`src/rtl/crt_sra_pkg.sv`:
```
// Shared constants and widths for the CRT scanline row alpha unit.
package crt_sra_pkg;

   localparam int SOURCE_LINES = 224;
   localparam int ROW_BITS     = 12;

   localparam int STRENGTH_W = 7;
   localparam int HEIGHT_W   = 12;
   localparam int ALPHA_W    = 8;
   localparam int FRAC_W     = 16;

   localparam int CSR_INDEX_W = 1;
   localparam int CSR_DATA_W  = 12;
   localparam logic [CSR_INDEX_W-1:0] CSR_STRENGTH = 1'd0;
   localparam logic [CSR_INDEX_W-1:0] CSR_HEIGHT   = 1'd1;

   localparam logic [HEIGHT_W-1:0]   HEIGHT_RESET = 12'd224;
   localparam logic [STRENGTH_W-1:0] STRENGTH_MAX = 7'd100;

   // (2*row+1)*SOURCE_LINES divided by 2*height, fraction kept to FRAC_W bits
   localparam int SRC_W      = $clog2(SOURCE_LINES + 1);
   localparam int NUM_W      = ROW_BITS + 1 + SRC_W;
   localparam int DEN_W      = HEIGHT_W + 1;
   localparam int DIVIDEND_W = NUM_W + FRAC_W;
   localparam int DIV_STEPS  = 4;
   localparam int DIV_STAGES = (DIVIDEND_W + DIV_STEPS - 1) / DIV_STEPS;
   localparam int PAD_W      = DIV_STAGES * DIV_STEPS;

   // Q2.16 weight constants
   localparam int Q_ONE_45 = 95027;
   localparam int Q_TWO_05 = 134349;

   localparam int ALPHA_DEN   = Q_ONE_45 * 100;
   localparam int ALPHA_BIAS  = Q_ONE_45 * 50;
   localparam int ALPHA_MAX   = 255;
   localparam int N_W         = 32;
   localparam int RECIP_W     = 32;
   localparam int RECIP_SHIFT = 55;
   localparam logic [RECIP_W-1:0] RECIP =
      RECIP_W'((64'd1 << RECIP_SHIFT) / ALPHA_DEN);

   localparam int SHAPE_STAGES = 7;
   localparam int LATENCY      = 1 + DIV_STAGES + SHAPE_STAGES;

endpackage

```
`src/rtl/crt_scanline_row_alpha_unit.sv`:
```
// Top level of the CRT scanline row alpha unit.
//
// Give a row index on req_row_index with start high; the item is taken at
// that clock edge whenever busy is low. busy is never raised, so a new row
// may be offered in every cycle and rows stream at one item per clock.
// Each result appears on rsp_alpha for one cycle with rsp_valid high;
// results leave in the order the rows came in. Each row passes through the
// input register, the ten stage divider that forms the phase (four quotient
// bits a stage) and seven stages of polynomial and alpha scaling.
// The receiver cannot stall: results are simply presented and dropped after
// their cycle.
// csr_write_enable with csr_index 0 writes the strength in percent, index 1
// the output height in rows; writes take effect at once and belong in idle
// periods. Reset clears all items in flight and sets strength to zero and
// height to 224.
module crt_scanline_row_alpha_unit (
   input  logic                                  clock,
   input  logic                                  reset,
   input  logic                                  start,
   output logic                                  busy,
   input  logic [crt_sra_pkg::ROW_BITS-1:0]      req_row_index,
   output logic                                  rsp_valid,
   output logic [crt_sra_pkg::ALPHA_W-1:0]       rsp_alpha,
   input  logic                                  csr_write_enable,
   input  logic [crt_sra_pkg::CSR_INDEX_W-1:0]   csr_index,
   input  logic [crt_sra_pkg::CSR_DATA_W-1:0]    csr_write_data
);

   logic [crt_sra_pkg::STRENGTH_W-1:0] strength_ff;
   logic [crt_sra_pkg::HEIGHT_W-1:0]   height_ff;
   logic [crt_sra_pkg::STRENGTH_W-1:0] strength_eff;
   logic [crt_sra_pkg::HEIGHT_W-1:0]   height_eff;
   logic [crt_sra_pkg::DEN_W-1:0]      den;

   logic                               accept;
   logic                               req_vld_ff;
   logic [crt_sra_pkg::NUM_W-1:0]      num_in, num_ff;

   logic                               div_valid;
   logic [crt_sra_pkg::FRAC_W-1:0]     div_phase;

   assign busy   = 1'b0;
   assign accept = start && !busy;

   always_ff @(posedge clock) begin
      if (reset) begin
         strength_ff <= '0;
         height_ff   <= crt_sra_pkg::HEIGHT_RESET;
      end else if (csr_write_enable) begin
         case (csr_index)
            crt_sra_pkg::CSR_STRENGTH:
               strength_ff <= csr_write_data[crt_sra_pkg::STRENGTH_W-1:0];
            crt_sra_pkg::CSR_HEIGHT:
               height_ff <= csr_write_data[crt_sra_pkg::HEIGHT_W-1:0];
            default: begin
            end
         endcase
      end
   end

   assign strength_eff = (strength_ff > crt_sra_pkg::STRENGTH_MAX) ? crt_sra_pkg::STRENGTH_MAX
                                                                   : strength_ff;
   assign height_eff   = (height_ff == '0) ? crt_sra_pkg::HEIGHT_W'(1) : height_ff;
   assign den          = {height_eff, 1'b0};

   // numerator (2*row+1)*source lines
   assign num_in = crt_sra_pkg::NUM_W'({req_row_index, 1'b1})
                   * crt_sra_pkg::NUM_W'(crt_sra_pkg::SOURCE_LINES);

   always_ff @(posedge clock) begin
      if (reset) begin
         req_vld_ff <= 1'b0;
      end else begin
         req_vld_ff <= accept;
      end
      num_ff <= num_in;
   end

   crt_sra_divider u_divider (
      .clock     (clock),
      .reset     (reset),
      .in_valid  (req_vld_ff),
      .in_num    (num_ff),
      .den       (den),
      .out_valid (div_valid),
      .out_phase (div_phase)
   );

   crt_sra_shaper u_shaper (
      .clock     (clock),
      .reset     (reset),
      .in_valid  (div_valid),
      .in_phase  (div_phase),
      .strength  (strength_eff),
      .out_valid (rsp_valid),
      .out_alpha (rsp_alpha)
   );

   a_item_emerges: assert property (@(posedge clock) disable iff (reset)
      accept |-> ##(crt_sra_pkg::LATENCY) rsp_valid)
      else $error("accepted item did not produce a result on time");

   a_no_spurious_result: assert property (@(posedge clock) disable iff (reset)
      rsp_valid |-> $past(accept, crt_sra_pkg::LATENCY))
      else $error("result without a matching accepted item");

endmodule

```
`src/rtl/crt_sra_divider.sv`:
```
// Pipelined restoring divider giving the fractional phase of a row in its source line.
module crt_sra_divider (
   input  logic                             clock,
   input  logic                             reset,
   input  logic                             in_valid,
   input  logic [crt_sra_pkg::NUM_W-1:0]    in_num,
   input  logic [crt_sra_pkg::DEN_W-1:0]    den,
   output logic                             out_valid,
   output logic [crt_sra_pkg::FRAC_W-1:0]   out_phase
);

   typedef struct packed {
      logic [crt_sra_pkg::DEN_W-1:0]  rem;
      logic [crt_sra_pkg::PAD_W-1:0]  dvd;
      logic [crt_sra_pkg::FRAC_W-1:0] quo;
   } div_stage_type;

   function automatic div_stage_type div_steps(input div_stage_type s,
                                               input logic [crt_sra_pkg::DEN_W-1:0] d);
      div_stage_type                 r;
      logic [crt_sra_pkg::DEN_W:0]   trial;
      r = s;
      for (int k = 0; k < crt_sra_pkg::DIV_STEPS; k++) begin
         trial = {r.rem, r.dvd[crt_sra_pkg::PAD_W-1]};
         r.dvd = {r.dvd[crt_sra_pkg::PAD_W-2:0], 1'b0};
         if (trial >= {1'b0, d}) begin
            r.rem = crt_sra_pkg::DEN_W'(trial - {1'b0, d});
            r.quo = {r.quo[crt_sra_pkg::FRAC_W-2:0], 1'b1};
         end else begin
            r.rem = trial[crt_sra_pkg::DEN_W-1:0];
            r.quo = {r.quo[crt_sra_pkg::FRAC_W-2:0], 1'b0};
         end
      end
      return r;
   endfunction

   div_stage_type                           first_stage;
   div_stage_type                           stage_in [crt_sra_pkg::DIV_STAGES];
   div_stage_type                           stage_ff [crt_sra_pkg::DIV_STAGES];
   logic [crt_sra_pkg::DIV_STAGES-1:0]      vld_ff;

   always_comb begin
      first_stage.rem = '0;
      first_stage.dvd = crt_sra_pkg::PAD_W'({in_num, crt_sra_pkg::FRAC_W'(0)});
      first_stage.quo = '0;
      stage_in[0] = div_steps(first_stage, den);
      for (int g = 1; g < crt_sra_pkg::DIV_STAGES; g++) begin
         stage_in[g] = div_steps(stage_ff[g-1], den);
      end
   end

   always_ff @(posedge clock) begin
      if (reset) begin
         vld_ff <= '0;
      end else begin
         vld_ff <= {vld_ff[crt_sra_pkg::DIV_STAGES-2:0], in_valid};
      end
      for (int g = 0; g < crt_sra_pkg::DIV_STAGES; g++) begin
         stage_ff[g] <= stage_in[g];
      end
   end

   assign out_valid = vld_ff[crt_sra_pkg::DIV_STAGES-1];
   assign out_phase = stage_ff[crt_sra_pkg::DIV_STAGES-1].quo;

endmodule

```
`src/rtl/crt_sra_shaper.sv`:
```
// Scanline weight polynomial and alpha scaling pipeline.
module crt_sra_shaper (
   input  logic                                clock,
   input  logic                                reset,
   input  logic                                in_valid,
   input  logic [crt_sra_pkg::FRAC_W-1:0]      in_phase,
   input  logic [crt_sra_pkg::STRENGTH_W-1:0]  strength,
   output logic                                out_valid,
   output logic [crt_sra_pkg::ALPHA_W-1:0]     out_alpha
);

   localparam int D2_W  = 15;
   localparam int D4_W  = 13;
   localparam int T_W   = 15;
   localparam int P_W   = 17;
   localparam int W_W   = 21;
   localparam int X_W   = 17;
   localparam int XS_W  = 24;
   localparam int PR_W  = crt_sra_pkg::N_W + crt_sra_pkg::RECIP_W;
   localparam int Q0_W  = PR_W - crt_sra_pkg::RECIP_SHIFT;

   logic [crt_sra_pkg::SHAPE_STAGES-1:0] vld_ff;

   // stage 1: |d| squared
   logic [15:0]              ad_c;
   logic [31:0]              sq_c;
   logic [D2_W-1:0]          d2_p1_in, d2_p1_ff;
   // stage 2: d^4
   logic [2*D2_W-1:0]        sq2_c;
   logic [D2_W-1:0]          d2_p2_ff;
   logic [D4_W-1:0]          d4_p2_in, d4_p2_ff;
   // stage 3: 2.05*d^4
   logic [30:0]              pt_c;
   logic [D2_W-1:0]          d2_p3_ff;
   logic [T_W-1:0]           t_p3_in, t_p3_ff;
   // stage 4: weight and darkening
   logic signed [P_W-1:0]    poly_c;
   logic signed [W_W-1:0]    poly6_c, wt_c;
   logic [X_W-1:0]           x_p4_in, x_p4_ff;
   // stage 5: scaled numerator
   logic [XS_W-1:0]          xs_c;
   logic [crt_sra_pkg::N_W-1:0] n_p5_in, n_p5_ff, n_p6_ff;
   // stage 6: reciprocal estimate
   logic [PR_W-1:0]          prod_c;
   logic [Q0_W-1:0]          q0_p6_in, q0_p6_ff;
   // stage 7: correction
   logic [crt_sra_pkg::N_W-1:0] qd_c, r_c;
   logic [Q0_W-1:0]          q_c;
   logic [crt_sra_pkg::ALPHA_W-1:0] alpha_in, alpha_ff;

   always_comb begin
      ad_c     = in_phase[crt_sra_pkg::FRAC_W-1] ? {1'b0, in_phase[crt_sra_pkg::FRAC_W-2:0]}
                                                : 16'h8000 - in_phase;
      sq_c     = 32'(ad_c) * 32'(ad_c);
      d2_p1_in = sq_c[30:16];

      sq2_c    = (2*D2_W)'(d2_p1_ff) * (2*D2_W)'(d2_p1_ff);
      d4_p2_in = sq2_c[28:16];

      pt_c     = 31'(crt_sra_pkg::Q_TWO_05) * 31'(d4_p2_ff);
      t_p3_in  = pt_c[30:16];

      poly_c   = $signed({2'b00, d2_p3_ff}) - $signed({2'b00, t_p3_ff});
      poly6_c  = W_W'(poly_c) * W_W'(6);
      wt_c     = W_W'(crt_sra_pkg::Q_ONE_45) - poly6_c;
      if (wt_c < 0) begin
         x_p4_in = X_W'(crt_sra_pkg::Q_ONE_45);
      end else if (wt_c > W_W'(crt_sra_pkg::Q_ONE_45)) begin
         x_p4_in = '0;
      end else begin
         x_p4_in = X_W'(W_W'(crt_sra_pkg::Q_ONE_45) - wt_c);
      end

      xs_c     = XS_W'(x_p4_ff) * XS_W'(strength);
      n_p5_in  = crt_sra_pkg::N_W'({xs_c, 8'b0}) - crt_sra_pkg::N_W'(xs_c)
                 + crt_sra_pkg::N_W'(crt_sra_pkg::ALPHA_BIAS);

      prod_c   = PR_W'(n_p5_ff) * PR_W'(crt_sra_pkg::RECIP);
      q0_p6_in = prod_c[PR_W-1:crt_sra_pkg::RECIP_SHIFT];

      qd_c     = crt_sra_pkg::N_W'(q0_p6_ff) * crt_sra_pkg::N_W'(crt_sra_pkg::ALPHA_DEN);
      r_c      = n_p6_ff - qd_c;
      q_c      = (r_c >= crt_sra_pkg::N_W'(crt_sra_pkg::ALPHA_DEN)) ? q0_p6_ff + 1'b1
                                                                  : q0_p6_ff;
      alpha_in = (q_c > Q0_W'(crt_sra_pkg::ALPHA_MAX)) ? crt_sra_pkg::ALPHA_W'(crt_sra_pkg::ALPHA_MAX)
                                                     : q_c[crt_sra_pkg::ALPHA_W-1:0];
   end

   always_ff @(posedge clock) begin
      if (reset) begin
         vld_ff <= '0;
      end else begin
         vld_ff <= {vld_ff[crt_sra_pkg::SHAPE_STAGES-2:0], in_valid};
      end
      d2_p1_ff <= d2_p1_in;
      d2_p2_ff <= d2_p1_ff;
      d4_p2_ff <= d4_p2_in;
      d2_p3_ff <= d2_p2_ff;
      t_p3_ff  <= t_p3_in;
      x_p4_ff  <= x_p4_in;
      n_p5_ff  <= n_p5_in;
      n_p6_ff  <= n_p5_ff;
      q0_p6_ff <= q0_p6_in;
      alpha_ff <= alpha_in;
   end

   assign out_valid = vld_ff[crt_sra_pkg::SHAPE_STAGES-1];
   assign out_alpha = alpha_ff;

endmodule

```
`config.mk`:
```
export PLATFORM = sky130hd
export DESIGN_NAME = crt_scanline_row_alpha_unit
export DESIGN_NICKNAME = d
export VERILOG_FILES = /design/src/rtl/crt_sra_pkg.sv /design/src/rtl/crt_scanline_row_alpha_unit.sv /design/src/rtl/crt_sra_divider.sv /design/src/rtl/crt_sra_shaper.sv
export SDC_FILE = /design/constraint.sdc
export NUM_CORES = 2
export LEC_CHECK = 0
export ABC_CLOCK_PERIOD_IN_PS = 31600
export BUFFER_PORTS_ARGS = -buffer_cell sky130_fd_sc_hd__buf_2
export CORE_ASPECT_RATIO = 0.7
export CORE_MARGIN = 4
export CORE_UTILIZATION = 55
export CTS_BUF_LIST = sky130_fd_sc_hd__clkbuf_8
export CTS_CLUSTER_DIAMETER = 80
export CTS_CLUSTER_SIZE = 40
export DETAILED_ROUTE_END_ITERATION = 8
export PLACE_DENSITY_LB_ADDON = 0.1
export SYNTH_ARGS = -nofsm -noshare
export SYNTH_HDL_FRONTEND = slang
export SYNTH_SLANG_ARGS = --single-unit
```
`constraint.sdc`:
```
create_clock -name clock -period 31.6 [get_ports clock]
set_input_delay 6.32 -clock clock [delete_from_list [all_inputs] [get_ports clock]]
set_output_delay 6.32 -clock clock [all_outputs]
set_load 0.005 [all_outputs]
```
==> results.py <==
metrics = {
    "floorplanning": {
        "io_pins": 39,
        "rows": 114,
        "die_w_um": 456,
        "die_area_um2": 146000,
        "core_area_um2": 139000,
        "die_h_um": 321,
        "start_util_pct": 55.6,
    },
    "setup_path": {
        "start_kind": "flip-flop",
        "reg2reg_setup_slack_ps": 18190,
        "r2r_start": "height_ff[5]",
        "crit_slowest_cell": "a2111oi_0",
        "criticalPathCategory": "reg2reg",
        "arrival_ps": 14080,
        "rr_worst_depth": 51,
        "cp-end-kind": "flip-flop",
        "cp.required_ps": 32270,
        "crit_path_max_fanout": 27,
        "critPathMaxStageDelay_ps": 600,
        "r2r-end": "u_divider.stage_ff[4][60]",
        "timing.critical_path.mode_cell": "o21ai_0",
        "cp-startpoint": "height_ff[5]",
    },
    "clock_network": {
        "clock_sinks": 405,
        "tritoncts": "done",
        "post_cts.repair.setup_buffers": 0,
        "cts_buffers": 34,
        "htree_num_levels": 2,
        "cts-root-buf": "clkbuf_8",
        "clk_latency_ps": 800,
        "cts-resized-gates": 0,
        "clk_pin_slew_ps": 200,
        "clk_path_buf_depth": 3,
        "holdBufCountCts": 0,
    },
    "timing": {
        "fmax_mhz": 74.6,
        "finalClockSkew_ps": 95.1,
        "worstMarginPinSlew_ps": 1380,
        "fin_crit_sh_pct": 42.4,
        "timing.final.ws_setup_ps": 18190,
        "finalMaxSlewViolations": 0,
        "slew_headroom_pct": 8.14,
        "fin_crit_ps": 13410,
        "setup_total_negative_slack_ps": 0,
        "rsz0062_at_grt": "no",
        "hold_viol": 0,
        "setup_viol": 0,
    },
    "yosys": {
        "yosys-mux-area-fraction_pct": 3.24,
        "async_reset_ff_share_pct": 0,
        "synth-xor-area-share_pct": 5.79,
        "synth_area_per_cell_um2": 8.81,
        "synth-simple-area-share_pct": 11.8,
        "synth_compound_area_share_pct": 14.1,
        "synth_fa_ha_area_share_pct": 46.1,
        "yosysSeqAreaShare_pct": 10.5,
        "synth_enable_flop_cells": 0,
        "synthCells": 8754,
        "netlist-cell-type-count": 102,
        "yosys_register_bits": 405,
        "ys.flop_type": "dfxtp_1",
        "synth_top_family_by_area": "adder cells",
        "netlist_area_um2": 77100,
        "ys_warn_count": 0,
    },
    "run": {
        "drv_cap": 0,
    },
    "placement": {
        "gp_congestion": 0.960,
        "hpwl_um": 173000,
        "dpl_cell_area_um2": 79700,
        "port_buffers": 37,
        "dp_slack_ps": 18500,
    },
    "finish": {
        "utilization_pct": 58.3,
        "fin_area_um2": 80900,
        "mostFrequentLayoutCell": "inv_1",
        "syn_to_final_growth_pct": 4.83,
        "fill_cells": 12467,
        "final_cell_mix": "inv_1 (1585), ha_1 (1367), fa_1 (921), nand2_1 (550), nor2_1 (517)",
        "layout-drive-gt1-share_pct": 5.00,
        "fin_nets": 11096,
    },
    "global_route": {
        "antenna_found_initial": 11,
        "grt_max_degree": 41,
        "grt_pass1_wl_um": 329000,
        "track_usage_pct": 28.0,
        "grt_overflow": 0,
        "grt_pass1_vias": 59403,
    },
    "detailed_routing": {
        "routed_wirelength_um": 205000,
        "vias": 60226,
        "via_per_inst": 5.64,
        "routedWlPerCell_um": 19.2,
        "drc": 0,
        "first_pass_iters": 6,
        "ant_nets": 0,
        "drtIter0Drc": 4656,
    },
    "run_status": {
        "status": "completed",
    },
    "hold_path": {
        "min_path_type": "reg2reg",
        "hold_path_end": "u_divider.stage_ff[0][51]",
        "hold-path-cell-count": 0,
        "hp-start": "num_ff[19]",
    },
}
## routing by layer
metal	GRT usage, %	vias up	wire, µm
met4	5.68	4	4230
li1	-	29278	-
met5	0	-	27
met3	7.58	181	20000
met1	44.0	28825	103000
met2	38.0	1938	78000
## worst max-delay path, delay by kind of cell (launching register included)
family / cells / cell delay [ps]
AOI/OAI and AO/OA: 30 / 7610
adders and majority gates: 4 / 1100
buffers and inverters: 5 / 920
DFF: 1 / 390
muxes: 2 / 860
and+or+nand+nor: 10 / 2340
## cell usage after synthesis, drive strengths merged, types with 51 or more instances
| library cell | instances | area, µm² |
|---|---|---|
| a211oi | 60 | 463 |
| a21o | 212 | 1590 |
| a21oi | 484 | 2440 |
| and2 | 138 | 866 |
| and3 | 51 | 319 |
| clkbuf | 120 | 450 |
| dfxtp | 405 | 8110 |
| fa | 921 | 18400 |
| ha | 1367 | 17100 |
| inv | 1600 | 6010 |
| mux2 | 180 | 2060 |
| nand2 | 550 | 2060 |
| nand2b | 64 | 400 |
| nand3 | 93 | 465 |
| nand4 | 73 | 457 |
| nor2 | 518 | 1950 |
| nor2b | 122 | 763 |
| nor3 | 139 | 696 |
| o21a | 90 | 676 |
| o21ai | 377 | 1890 |
| o21bai | 65 | 488 |
| xnor2 | 346 | 3030 |
| xor2 | 164 | 1440 |
## state kept, by name, indices dropped and copies added, names as in the netlist, 13 cells and up
name and flops:
u_shaper.d4_p2_ff 13, num_ff 15, u_shaper.d2_p3_ff 15, u_shaper.n_p5_ff 32, u_shaper.t_p3_ff 15, u_divider.stage_ff 184, u_shaper.n_p6_ff 30, u_shaper.x_p4_ff 17
u_shaper.d2_p2_ff 15, u_shaper.d2_p1_ff 15
## kinds of logic (layout without fill, tap and decap cells)
kind of cell	Yosys count	after routing
AOI/OAI and AO/OA	1683	1683
DFF	405	405
muxes	224	224
buffers and inverters	1738	1773
other	2	28
adders and majority gates	2288	2288
xor gates and xnor gates	510	510
and+or+nand+nor	1904	1904
## stage by stage
stage	hold WS (ps)	cells
finish	343	10671
global route	339	10666
CTS	343	10661
detailed placement	312	10599
global placement	310	10599
floorplan	310	8770
## worst max path at each step
stage,endpoint,slack [ps],cells after the start
after floorplan,u_divider.stage_ff[2][55],18820,54
after global placement,u_divider.stage_ff[4][55],18460,51
after detailed placement,u_divider.stage_ff[4][62],18500,51
after CTS,u_divider.stage_ff[4][62],18390,51
after global routing,u_divider.stage_ff[4][58],16860,51
final,u_divider.stage_ff[4][60],18190,51
## layout make-up
class / count / area (µm²) / share of cell area [%]
clock inverters: 27 / 643 / 0.795
diodes: 10 / 25.0 / 0.0309
inverters: 1606 / 6030 / 7.46
repair buffers: 105 / 696 / 0.860
multi-input cells: 6627 / 62600 / 77.4
clock buffers: 35 / 482 / 0.596
flip-flops and latches: 405 / 8110 / 10.0
well taps: 1856 / 2320 / 2.87
Power is left out: the tool's default activity adds up to more than one toggle a clock period on the data nets, which glitch-free logic cannot reach.
